[src/design/mer_pkg.sv]
package mer_pkg;

  localparam int COORD_BITS  = 10;
  localparam int RADIUS_BITS = 9;
  localparam int PIX_BITS    = 12;

  localparam int X_BITS      = RADIUS_BITS + 1;
  localparam int Y_BITS      = RADIUS_BITS + 2;
  localparam int TX_BITS     = RADIUS_BITS + 2;
  localparam int SQ_BITS     = 2 * RADIUS_BITS;
  localparam int SLOPE_BITS  = 3 * RADIUS_BITS + 4;
  localparam int MUL_A_BITS  = SQ_BITS;
  localparam int MUL_B_BITS  = 2 * TX_BITS;
  localparam int PROD_BITS   = MUL_A_BITS + MUL_B_BITS;
  localparam int DEC_BITS    = PROD_BITS + 2;

  localparam int IN_FIELD_BITS  = 2 * COORD_BITS + 2 * RADIUS_BITS;
  localparam int IN_TDATA_BITS  = (IN_FIELD_BITS + 7) / 8 * 8;
  localparam int OUT_TDATA_BITS = (2 * PIX_BITS + 7) / 8 * 8;

  localparam int CX_LSB = 0;
  localparam int CY_LSB = CX_LSB + COORD_BITS;
  localparam int RX_LSB = CY_LSB + COORD_BITS;
  localparam int RY_LSB = RX_LSB + RADIUS_BITS;

  localparam logic [2:0] SETUP_LAST  = 3'd3;
  localparam logic [2:0] SWITCH_LAST = 3'd5;
  localparam logic [1:0] PIX_LAST    = 2'd3;

  localparam logic ACT_START = 1'b0;

  typedef enum logic [1:0] {
    REG_IDLE = 2'd0,
    REG_ONE  = 2'd1,
    REG_TWO  = 2'd2
  } region_e;

  typedef enum logic [3:0] {
    OP_NONE = 4'd0,
    OP_LOAD = 4'd1,
    OP_SU0  = 4'd2,
    OP_SU1  = 4'd3,
    OP_SU2  = 4'd4,
    OP_SU3  = 4'd5,
    OP_ADV  = 4'd6,
    OP_SW0  = 4'd7,
    OP_SW1  = 4'd8,
    OP_SW2  = 4'd9,
    OP_SW3  = 4'd10,
    OP_SW4  = 4'd11,
    OP_SW5  = 4'd12
  } op_e;

  typedef struct packed {
    op_e        op;
    region_e    region;
    logic [1:0] pix_sel;
  } cmd_t;

  typedef struct packed {
    logic fin;
    logic change;
  } sts_t;

endpackage

[src/design/mer_ctrl.sv]
module mer_ctrl
  import mer_pkg::*;
(
  input  logic clk_i,
  input  logic rst_ni,
  input  logic s_valid_i,
  input  logic action_i,
  input  logic m_ready_i,
  input  sts_t sts_i,
  output logic s_ready_o,
  output logic m_valid_o,
  output logic m_last_o,
  output cmd_t cmd_o
);

  typedef enum logic [3:0] {
    ST_IDLE   = 4'b0001,
    ST_SETUP  = 4'b0010,
    ST_SWITCH = 4'b0100,
    ST_EMIT   = 4'b1000
  } state_e;

  state_e     state_q, state_d;
  region_e    region_q, region_d;
  logic [2:0] seq_q, seq_d;
  logic [1:0] pix_q, pix_d;
  logic       emit_done;
  logic       accept;

  assign emit_done = (state_q == ST_EMIT) && m_ready_i && (pix_q == PIX_LAST);
  assign s_ready_o = (state_q == ST_IDLE) || emit_done;
  assign accept    = s_valid_i && s_ready_o;
  assign m_valid_o = (state_q == ST_EMIT);
  assign m_last_o  = (pix_q == PIX_LAST);

  always_comb begin
    state_d        = state_q;
    region_d       = region_q;
    seq_d          = seq_q;
    pix_d          = pix_q;
    cmd_o.op       = OP_NONE;
    cmd_o.region   = region_q;
    cmd_o.pix_sel  = pix_q;
    case (state_q)
      ST_SETUP: begin
        case (seq_q)
          3'd0:    cmd_o.op = OP_SU0;
          3'd1:    cmd_o.op = OP_SU1;
          3'd2:    cmd_o.op = OP_SU2;
          default: cmd_o.op = OP_SU3;
        endcase
        seq_d = seq_q + 3'd1;
        if (seq_q == SETUP_LAST) begin
          state_d = ST_IDLE;
          seq_d   = '0;
        end
      end
      ST_SWITCH: begin
        case (seq_q)
          3'd0:    cmd_o.op = OP_SW0;
          3'd1:    cmd_o.op = OP_SW1;
          3'd2:    cmd_o.op = OP_SW2;
          3'd3:    cmd_o.op = OP_SW3;
          3'd4:    cmd_o.op = OP_SW4;
          default: cmd_o.op = OP_SW5;
        endcase
        seq_d = seq_q + 3'd1;
        if (seq_q == SWITCH_LAST) begin
          state_d = ST_EMIT;
          seq_d   = '0;
        end
      end
      ST_EMIT: begin
        if (m_ready_i) begin
          pix_d = pix_q + 2'd1;
          if (pix_q == PIX_LAST) begin
            state_d = ST_IDLE;
          end
        end
      end
      default: begin
      end
    endcase

    if (accept) begin
      if (action_i == ACT_START) begin
        cmd_o.op = OP_LOAD;
        state_d  = ST_SETUP;
        seq_d    = '0;
        region_d = REG_ONE;
      end else if (region_q != REG_IDLE) begin
        cmd_o.op = OP_ADV;
        seq_d    = '0;
        pix_d    = '0;
        if (sts_i.fin) begin
          region_d = REG_IDLE;
        end else if (sts_i.change) begin
          region_d = REG_TWO;
        end
        state_d = sts_i.change ? ST_SWITCH : ST_EMIT;
      end else begin
        state_d = ST_IDLE;
      end
    end
  end

  always_ff @(posedge clk_i or negedge rst_ni) begin
    if (!rst_ni) begin
      state_q  <= ST_IDLE;
      region_q <= REG_IDLE;
      seq_q    <= '0;
      pix_q    <= '0;
    end else begin
      state_q  <= state_d;
      region_q <= region_d;
      seq_q    <= seq_d;
      pix_q    <= pix_d;
    end
  end

endmodule

[src/design/mer_dpath.sv]
module mer_dpath
  import mer_pkg::*;
(
  input  logic                       clk_i,
  input  cmd_t                       cmd_i,
  input  logic [COORD_BITS-1:0]      center_x_i,
  input  logic [COORD_BITS-1:0]      center_y_i,
  input  logic [RADIUS_BITS-1:0]     radius_x_i,
  input  logic [RADIUS_BITS-1:0]     radius_y_i,
  output sts_t                       sts_o,
  output logic signed [PIX_BITS-1:0] pixel_x_o,
  output logic signed [PIX_BITS-1:0] pixel_y_o,
  output logic                       finished_o
);

  logic [COORD_BITS-1:0]         cx_q, cy_q;
  logic [RADIUS_BITS-1:0]        rx_q, ry_q;
  logic [SQ_BITS-1:0]            rx2_q, ry2_q;
  logic [X_BITS-1:0]             x_q, x_n, emit_x_q;
  logic signed [Y_BITS-1:0]      y_q, y_n;
  logic [X_BITS-1:0]             emit_y_q;
  logic                          fin_q;
  logic signed [SLOPE_BITS-1:0]  sa_q, sb_q, sa_n, sb_n, sa1, sb1;
  logic signed [DEC_BITS-1:0]    dec_q, dec_n;
  logic signed [DEC_BITS-1:0]    rx2w, ry2w, sa1w, sb1w, prod4w;
  logic [PROD_BITS-1:0]          prod_q, prod_d;
  logic [MUL_A_BITS-1:0]         mul_a;
  logic [MUL_B_BITS-1:0]         mul_b;
  logic [TX_BITS-1:0]            tx;
  logic [X_BITS-1:0]             ym;
  logic signed [PIX_BITS-1:0]    xw, yw, cxw, cyw;

  assign rx2w   = $signed(DEC_BITS'(rx2_q));
  assign ry2w   = $signed(DEC_BITS'(ry2_q));
  assign sa1    = sa_q + $signed(SLOPE_BITS'({ry2_q, 1'b0}));
  assign sb1    = sb_q - $signed(SLOPE_BITS'({rx2_q, 1'b0}));
  assign sa1w   = DEC_BITS'(sa1);
  assign sb1w   = DEC_BITS'(sb1);
  assign prod4w = $signed({prod_q, 2'b00});
  assign tx     = {x_q, 1'b1};
  assign ym     = (y_q == '0) ? X_BITS'(1) : X_BITS'(y_q - $signed(Y_BITS'(1)));

  always_comb begin
    x_n   = x_q;
    y_n   = y_q;
    sa_n  = sa_q;
    sb_n  = sb_q;
    dec_n = dec_q;
    if (cmd_i.region == REG_TWO) begin
      y_n  = y_q - $signed(Y_BITS'(1));
      sb_n = sb1;
      if (dec_q[DEC_BITS-1]) begin
        x_n   = x_q + X_BITS'(1);
        sa_n  = sa1;
        dec_n = dec_q + ((sa1w - sb1w + rx2w) <<< 2);
      end else begin
        dec_n = dec_q + ((rx2w - sb1w) <<< 2);
      end
    end else begin
      x_n  = x_q + X_BITS'(1);
      sa_n = sa1;
      if (dec_q[DEC_BITS-1]) begin
        dec_n = dec_q + sa1w + ry2w;
      end else begin
        y_n   = y_q - $signed(Y_BITS'(1));
        sb_n  = sb1;
        dec_n = dec_q + sa1w - sb1w + ry2w;
      end
    end
  end

  assign sts_o.fin    = y_n[Y_BITS-1];
  assign sts_o.change = (cmd_i.region == REG_ONE) && !y_n[Y_BITS-1] && (sa_n > sb_n);

  always_comb begin
    mul_a = '0;
    mul_b = '0;
    case (cmd_i.op)
      OP_SU0: begin
        mul_a = MUL_A_BITS'(rx_q);
        mul_b = MUL_B_BITS'(rx_q);
      end
      OP_SU1: begin
        mul_a = MUL_A_BITS'(ry_q);
        mul_b = MUL_B_BITS'(ry_q);
      end
      OP_SU2: begin
        mul_a = rx2_q;
        mul_b = MUL_B_BITS'(ry_q);
      end
      OP_SW0: begin
        mul_a = MUL_A_BITS'(tx);
        mul_b = MUL_B_BITS'(tx);
      end
      OP_SW1: begin
        mul_a = ry2_q;
        mul_b = prod_q[MUL_B_BITS-1:0];
      end
      OP_SW2: begin
        mul_a = MUL_A_BITS'(ym);
        mul_b = MUL_B_BITS'(ym);
      end
      OP_SW3: begin
        mul_a = rx2_q;
        mul_b = prod_q[MUL_B_BITS-1:0];
      end
      OP_SW4: begin
        mul_a = rx2_q;
        mul_b = MUL_B_BITS'(ry2_q);
      end
      default: begin
      end
    endcase
  end

  assign prod_d = mul_a * mul_b;

  always_ff @(posedge clk_i) begin
    case (cmd_i.op)
      OP_LOAD: begin
        cx_q <= center_x_i;
        cy_q <= center_y_i;
        rx_q <= radius_x_i;
        ry_q <= radius_y_i;
      end
      OP_SU0: begin
        prod_q <= prod_d;
      end
      OP_SU1: begin
        rx2_q  <= prod_q[SQ_BITS-1:0];
        prod_q <= prod_d;
      end
      OP_SU2: begin
        ry2_q  <= prod_q[SQ_BITS-1:0];
        prod_q <= prod_d;
      end
      OP_SU3: begin
        sb_q  <= $signed(SLOPE_BITS'({prod_q, 1'b0}));
        sa_q  <= '0;
        dec_q <= ry2w - $signed(DEC_BITS'(prod_q)) + $signed(DEC_BITS'(rx2_q >> 2));
        x_q   <= '0;
        y_q   <= $signed(Y_BITS'(ry_q));
      end
      OP_ADV: begin
        emit_x_q <= x_q;
        emit_y_q <= X_BITS'(y_q);
        fin_q    <= sts_o.fin;
        x_q      <= x_n;
        y_q      <= y_n;
        sa_q     <= sa_n;
        sb_q     <= sb_n;
        dec_q    <= dec_n;
      end
      OP_SW0, OP_SW1, OP_SW3: begin
        prod_q <= prod_d;
      end
      OP_SW2: begin
        dec_q  <= $signed(DEC_BITS'(prod_q));
        prod_q <= prod_d;
      end
      OP_SW4: begin
        dec_q  <= dec_q + prod4w;
        prod_q <= prod_d;
      end
      OP_SW5: begin
        dec_q <= dec_q - prod4w;
      end
      default: begin
      end
    endcase
  end

  assign xw  = $signed(PIX_BITS'(emit_x_q));
  assign yw  = $signed(PIX_BITS'(emit_y_q));
  assign cxw = $signed(PIX_BITS'(cx_q));
  assign cyw = $signed(PIX_BITS'(cy_q));

  assign pixel_x_o  = cmd_i.pix_sel[0] ? (cxw - xw) : (cxw + xw);
  assign pixel_y_o  = cmd_i.pix_sel[1] ? (cyw - yw) : (cyw + yw);
  assign finished_o = fin_q;

endmodule

[src/design/midpoint_ellipse_rasterizer_top.sv]
// Channel   Direction  tdata (low bit up)                        tuser / tlast
// s_axis    in         center_x, center_y, radius_x, radius_y   tuser: action
// m_axis    out        pixel_x, pixel_y                          tuser: finished,
//                                                                tlast: last_of_run
//
// A step word advances the point in the cycle it is taken and then delivers its four
// pixel words, and the next word can be taken in the cycle of the fourth pixel.
// A step word taken while no ellipse is open gives no output.
// The step that enters region two first runs the six switch steps on the shared multiplier.
// A start word loads the fields and runs the four setup steps, and gives no output.
// Output stalls hold the current pixel and the input; reset leaves the block idle.
module midpoint_ellipse_rasterizer_top
  import mer_pkg::*;
(
  input  logic                      clk_i,
  input  logic                      rst_ni,
  input  logic                      s_axis_tvalid_i,
  output logic                      s_axis_tready_o,
  // center_x, center_y, radius_x, radius_y, zero fill
  input  logic [IN_TDATA_BITS-1:0]  s_axis_tdata_i,
  // action
  input  logic                      s_axis_tuser_i,
  output logic                      m_axis_tvalid_o,
  input  logic                      m_axis_tready_i,
  // pixel_x, pixel_y
  output logic [OUT_TDATA_BITS-1:0] m_axis_tdata_o,
  // finished
  output logic                      m_axis_tuser_o,
  output logic                      m_axis_tlast_o
);

  cmd_t                       cmd;
  sts_t                       sts;
  logic signed [PIX_BITS-1:0] pixel_x, pixel_y;

  mer_ctrl u_ctrl (
    .clk_i     (clk_i),
    .rst_ni    (rst_ni),
    .s_valid_i (s_axis_tvalid_i),
    .action_i  (s_axis_tuser_i),
    .m_ready_i (m_axis_tready_i),
    .sts_i     (sts),
    .s_ready_o (s_axis_tready_o),
    .m_valid_o (m_axis_tvalid_o),
    .m_last_o  (m_axis_tlast_o),
    .cmd_o     (cmd)
  );

  mer_dpath u_dpath (
    .clk_i      (clk_i),
    .cmd_i      (cmd),
    .center_x_i (s_axis_tdata_i[CX_LSB +: COORD_BITS]),
    .center_y_i (s_axis_tdata_i[CY_LSB +: COORD_BITS]),
    .radius_x_i (s_axis_tdata_i[RX_LSB +: RADIUS_BITS]),
    .radius_y_i (s_axis_tdata_i[RY_LSB +: RADIUS_BITS]),
    .sts_o      (sts),
    .pixel_x_o  (pixel_x),
    .pixel_y_o  (pixel_y),
    .finished_o (m_axis_tuser_o)
  );

  assign m_axis_tdata_o = OUT_TDATA_BITS'({pixel_y, pixel_x});

endmodule

[config.mk]
export PLATFORM = sky130hd
export DESIGN_NAME = midpoint_ellipse_rasterizer_top
export DESIGN_NICKNAME = d
export VERILOG_FILES = /design/src/design/mer_pkg.sv /design/src/design/mer_ctrl.sv /design/src/design/mer_dpath.sv /design/src/design/midpoint_ellipse_rasterizer_top.sv
export SDC_FILE = /design/constraint.sdc
export NUM_CORES = 2
export LEC_CHECK = 0
export ABC_AREA = 1
export BUFFER_PORTS_ARGS = -buffer_cell sky130_fd_sc_hd__buf_4
export CORE_AREA = 5 5 411 251
export CTS_BUF_LIST = sky130_fd_sc_hd__clkbuf_4 sky130_fd_sc_hd__clkbuf_8
export DETAILED_ROUTE_END_ITERATION = 7
export DIE_AREA = 0 0 416 256
export PLACE_DENSITY = 0.76
export SKIP_CTS_REPAIR_TIMING = 1
export SKIP_LAST_GASP = 1
export SYNTH_ARGS = -nofsm -noshare
export SYNTH_HDL_FRONTEND = slang
export SYNTH_HIERARCHICAL = 1
export SYNTH_SLANG_ARGS = --single-unit
[constraint.sdc]
create_clock -name clk_i -period 21.6 [get_ports clk_i]
set_input_delay 0 -clock clk_i [delete_from_list [all_inputs] [get_ports clk_i]]
set_output_delay 0 -clock clk_i [all_outputs]
set_load 0.1 [all_outputs]
# After elaboration in Yosys (flattened, before gate mapping)

Index checks and enable logic that the tools add are counted.

Multiply operators: 1
Add/subtract/negate cells: 23
Multiplexer cells: 51
Equality and inequality tests: 32
Magnitude comparators: 1
Bitwise operators: 0
Shift-type cells: 0
Divide/modulo/power cells: 0
Reductions and logical operators: 21

Operators by type and width:

| kind                                           | count |
|---|---|
| 42-bit one-hot mux with 5 select lines         | 1 |
| 22-bit one-hot mux with 6 select lines         | 1 |
| 42-bit adder                                   | 3 |
| 42-bit two-way mux                             | 3 |
| 31-bit two-way mux                             | 4 |
| 31-bit one-hot mux with 2 select lines         | 2 |
| 18-bit one-hot mux with 6 select lines         | 1 |
| 42-bit by 19-bit adder with 42-bit output      | 2 |
| 4-bit two-way mux                              | 11 |
| 42-bit by 17-bit adder with 42-bit output      | 1 |
| 42-bit by 31-bit adder with 42-bit output      | 1 |
| 42-bit by 31-bit subtractor with 42-bit output | 1 |
| 42-bit subtractor                              | 1 |
| 18-bit by 40-bit subtractor with 41-bit output | 1 |
| 40-bit by 19-bit adder with 40-bit output      | 1 |
| 18-bit by 22-bit multiplier with 40-bit output | 1 |
| 19-bit by 31-bit subtractor with 32-bit output | 1 |
| 31-bit by 31-bit subtractor with 32-bit output | 1 |
| 31-bit by 20-bit adder with 31-bit output      | 1 |
| 31-bit > comparator                            | 1 |
| 31-bit by 20-bit subtractor with 31-bit output | 1 |
| 10-bit two-way mux                             | 3 |
| 4-bit equality test, second input constant     | 6 |
| 12-bit two-way mux                             | 2 |
| 42 further kinds                               | 78 |

Memories: 0
Logic and storage cells: 149
Register bits: 271
Input port bits: 45
Memory bits (writable): 0
Output and inout port bits: 28
Bits in read-only memories: 0
Latch bits: 0

# Longest topological paths before layout

Word-level depth: 10
Mapped depth: 49
Gate-level depth less buffers: 47

# By module

Netlist, hierarchy kept.

Modules (own cells, without submodules):

| module    | area each (µm²) | seq. area each (µm²) | cells an instance | times used |
|---|---|---|---|---|
| mer_dpath | 51086.5         | 7747.4               | 7594              | 1 |
| mer_ctrl  | 940.9           | 276.5                | 127               | 1 |

# Worst setup path after synthesis

Ideal clock, no wire load.

Kind: reg2reg
From: register u_ctrl.pix_q[0]
To: register u_dpath.prod_q[36], data pin
Period minus slack after synthesis: 9577 ps
Setup slack: 12023 ps
Stages on the path, launching flop included: 42
Setup time: 259 ps
Arrival: 9319 ps
Data required time: 21341 ps
Buffers on the path: 2
Path through: dfrtp_1 > ha_1 > nand4_2 > nand2_4 > nand2_8 > inv_6 > nand3_2 > nand2_1 > inv_1 > nor2_1 > inv_1 > nor2_1 > a21oi_1 > clkbuf_1 > o221ai_1 > clkbuf_1 > nand2_1 > fa_1 > [6 not listed] > fa_1 > inv_1 > fa_1 > inv_1 > ha_1 > nand2_1 > nor2_1 > inv_1 > nor3_1 > nand3_1 > nand3_1 > nand3_1 > nand3_1 > a31oi_1 > o21ai_0 > nand2_1 > nand2_1 > xor2_1

RTL lines:

| what                   | RTL line         | RTL |
|---|---|---|
| start, declared        | mer_ctrl.sv:26   | `logic [1:0] pix_q, pix_d;` |
| start signal, assigned | mer_ctrl.sv:117  | `pix_q <= pix_d;` |
| end signal, assigned   | mer_dpath.sv:127 | `prod_q <= prod_d;` |
| end signal, assigned   | mer_dpath.sv:131 | `prod_q <= prod_d;` |
| end signal, assigned   | mer_dpath.sv:135 | `prod_q <= prod_d;` |
| end, declared          | mer_dpath.sv:26  | `logic [PROD_BITS-1:0] prod_q, prod_d;` |

==> metrics.csv <==
metric,value,unit
post-synth net total,8658,
Worst path top cell family by delay,adder cells,
Final HPWL DP,197,mm
largest family of logic cells by synthesized area,adder cells,
met3 usage in global routing,22.3,%
Synth Instances,7721,
CP required,22.13,ns
crit-path max cell delay,0.87,ns
Yosys warnings,6,
"Data arrival, critical path",12.02,ns
"Clk pin slew, worst setup/hold paths",0.07,ns
CP most frequent cell,inv_1,
Worst setup SP type,flip-flop,
H-Tree Depth,2,
CTS max path bufs,3,
post-synth top area share,14.9,%
TritonCTS clock tree,yes,
CP Capture Type,flip-flop,
Inserted Clock Buffers,48,
most frequent cells in the layout,"nand2_1, inv_1, nor2_1",
"most common cell after layout, fill and taps aside",nand2_1,
Post-Synth XOR/XNOR Area,4.29,%
Setup Skew,0.0784,ns
RSZ-0062 raised after global routing,no,
Yosys cell types,76,
crit-path max FO,20,
Setup TNS Final,0,ns
Post-synth ARST share,4.09,%
Slew headroom,-1.59,%
DR WL/cell,25.3,µm
initial antenna violation count,14,
Top Usage Layer GRT,met1,
failing checks,"design-rule violations, max-capacitance violations, max-slew violations",
filler instances,9813,
clock root cell,clkbuf_8,
fraction of layout cells with a size suffix above 1,5.77,%
simple-gate share of the synthesized area,26.7,%
Main synth FF type,edfxtp_1,
DRC viols,2,
gr usage total,42.0,%
Pre-antenna DRT Iters,8,
Placer Congestion,1.06,
final WL,233,mm
post-synthesis compound-gate area fraction,14.1,%
Area growth syn-to-layout,7.28,%
pin count of the biggest net entering global routing,62,
Max Fclk,0.0871,GHz
Starting Density,52.4,%
Post-synth EDFFs,258,
Tightest Pin Transition,1.51,ns
WP buf/inv,14,
cell accounting for the most synthesized area,edfxtp_1,
Hold Path Origin,s_axis_tdata_i[17],
port buffer count,70,
status,"complete, but fails checks",
crit path kind,reg -> reg,
sequential area share after synthesis,15.4,%
CP Launch Point,u_ctrl/pix_q[1],
post-synthesis register bit count,269,
Die Y,256,µm
I/O Pins,73,
MaxCap Viol Count,1,
mux share of post-synthesis cell area,0.0962,%
Nets,8767,
worst r2r src,u_ctrl/pix_q[1],
vias in the first global route,49886,
first-pass GRT wire length,333,mm
Vias/cell,5.99,
TritonCTS sink count,269,
antenna-violating nets left,0,
final slew viol count,2,
Global Route met1 Usage,63.6,%
GRT met2 Usage,50.7,%
worst skew pair latency,0.73,ns
Synth Area in Adders,26.8,%
Via Count,55217,
Row Count,90,
Core ar.,99300,µm²
"Hold Violations, Final",0,
Die ar.,106000,µm²
Syn Area/Cell,6.74,µm²
"Max stage delay cell, worst path",nor2_2,
DRT iter0 DRCs,8131,
grt ovf,0,
die width,416,µm
fin crit share,53.2,%
worst hold path class,in -> reg,
synth top area cells,"edfxtp_1, fa_1, nand2_1, ha_1, inv_1",
post-synthesis cell area,52000,µm²
minimum clock period,11.49,ns
final setup fails,0,
==> per-layer routing <==
metal	vias up	routed length (µm)
met3	375	44800
met4	10	6240
met1	26003	101000
met2	3885	80400
met5	-	75
li1	24944	-
==> cells in the mapped netlist (all sizes together) (3+ instances only) <==
cell type	count
edfxtp	258
nor3	94
clkbuf	102
nand3b	18
a221oi	8
o31ai	17
a31o	3
clkinv	11
o21bai	39
o22ai	48
a21boi	14
a21o	38
a21oi	538
o2111ai	14
nand3	362
nor2	763
and3	9
buf	27
o221ai	13
and2	5
xor2	199
ha	524
nand4	86
nand2	1849
inv	1590
a311oi	5
xnor2	55
or2	36
dfrtp	10
o211ai	13
mux2i	5
o21a	23
a22o	3
a31oi	46
nor4	32
o21ai	467
a211oi	13
fa	368
==> through the flow <==
stage	instances	utilization [%]	cell area, µm²	hold WS, ns	worst slack, ns
2_1_floorplan	7721	-	52000	-0.296	12.02
3_3_place_gp	9062	54.6	54300	-0.157	11.36
3_5_place_dp	9062	54.6	54300	-0.158	11.23
4_1_cts	9152	55.7	55300	-0.928	11.17
5_1_grt	9204	56.2	55800	-0.00944	9.59
6_report	9211	56.2	55800	0.0164	10.11
==> registers in the layout, summed over array words and instances (netlist names), 4 cells and up <==
register,cells
u_dpath/dec_q,42
u_dpath/emit_y_q,10
u_dpath/rx_q,9
u_dpath/emit_x_q,10
u_dpath/rx2_q,18
u_dpath/prod_q,40
u_dpath/ry2_q,18
u_dpath/y_q,11
u_dpath/sb_q,30
u_dpath/sa_q,30
u_dpath/ry_q,9
u_dpath/x_q,10
u_dpath/cy_q,10
u_dpath/cx_q,10
u_ctrl/state_q,4
==> cell type report <==
class / count / area, µm² / share of cell area (%)
well taps: 1334 / 1670 / 2.99
inverters: 1601 / 6020 / 10.8
repair buffers: 188 / 1540 / 2.76
multi-input cells: 5722 / 37500 / 67.2
flip-flops and latches: 269 / 8020 / 14.4
clock buffers: 59 / 743 / 1.33
diodes: 7 / 17.5 / 0.0314
clock inverters: 31 / 273 / 0.489
==> worst reg2reg max path, delay by kind of cell (launching register included) <==
family / cells / cell delay [ns]
compound gates: 4 / 0.60
xor+xnor: 1 / 0.18
fa+ha+maj: 8 / 3.62
buf+inv: 14 / 2.78
flops: 1 / 0.67
simple gates: 17 / 3.49
==> kinds of logic (layout without fill, tap and decap cells) <==
family                   count (synthesis)  after routing
AO/OA/AOI/OAI                         1314           1314
XOR/XNOR                               254            254
adder cells (fa/ha/maj)                892            892
buffers and inverters                 1730           1879
flip-flops                             269            269
multiplexers                             5              5
other                                    0              7
AND/OR/NAND/NOR                       3257           3257
==> worst paths after layout <==
| kind | cells after the start | slack [ns] | end |
|---|---|---|---|
| max in group asynchronous | 3 | 20.81 | u_ctrl/pix_q[0] |
| worst max register to register | 44 | 10.11 | u_dpath/prod_q[36] |
| worst min-delay path | 2 | 0.02 | u_dpath/cy_q[7] |
| worst min register to register | 0 | 0.46 | u_dpath/emit_x_q[3] |
| worst max-delay path | 44 | 10.11 | u_dpath/prod_q[36] |
| min in group asynchronous | 3 | 0.37 | u_ctrl/seq_q[2] |
Power is not shown: default switching activity piles up to over one toggle a cycle in this logic, so the estimate is an artifact.
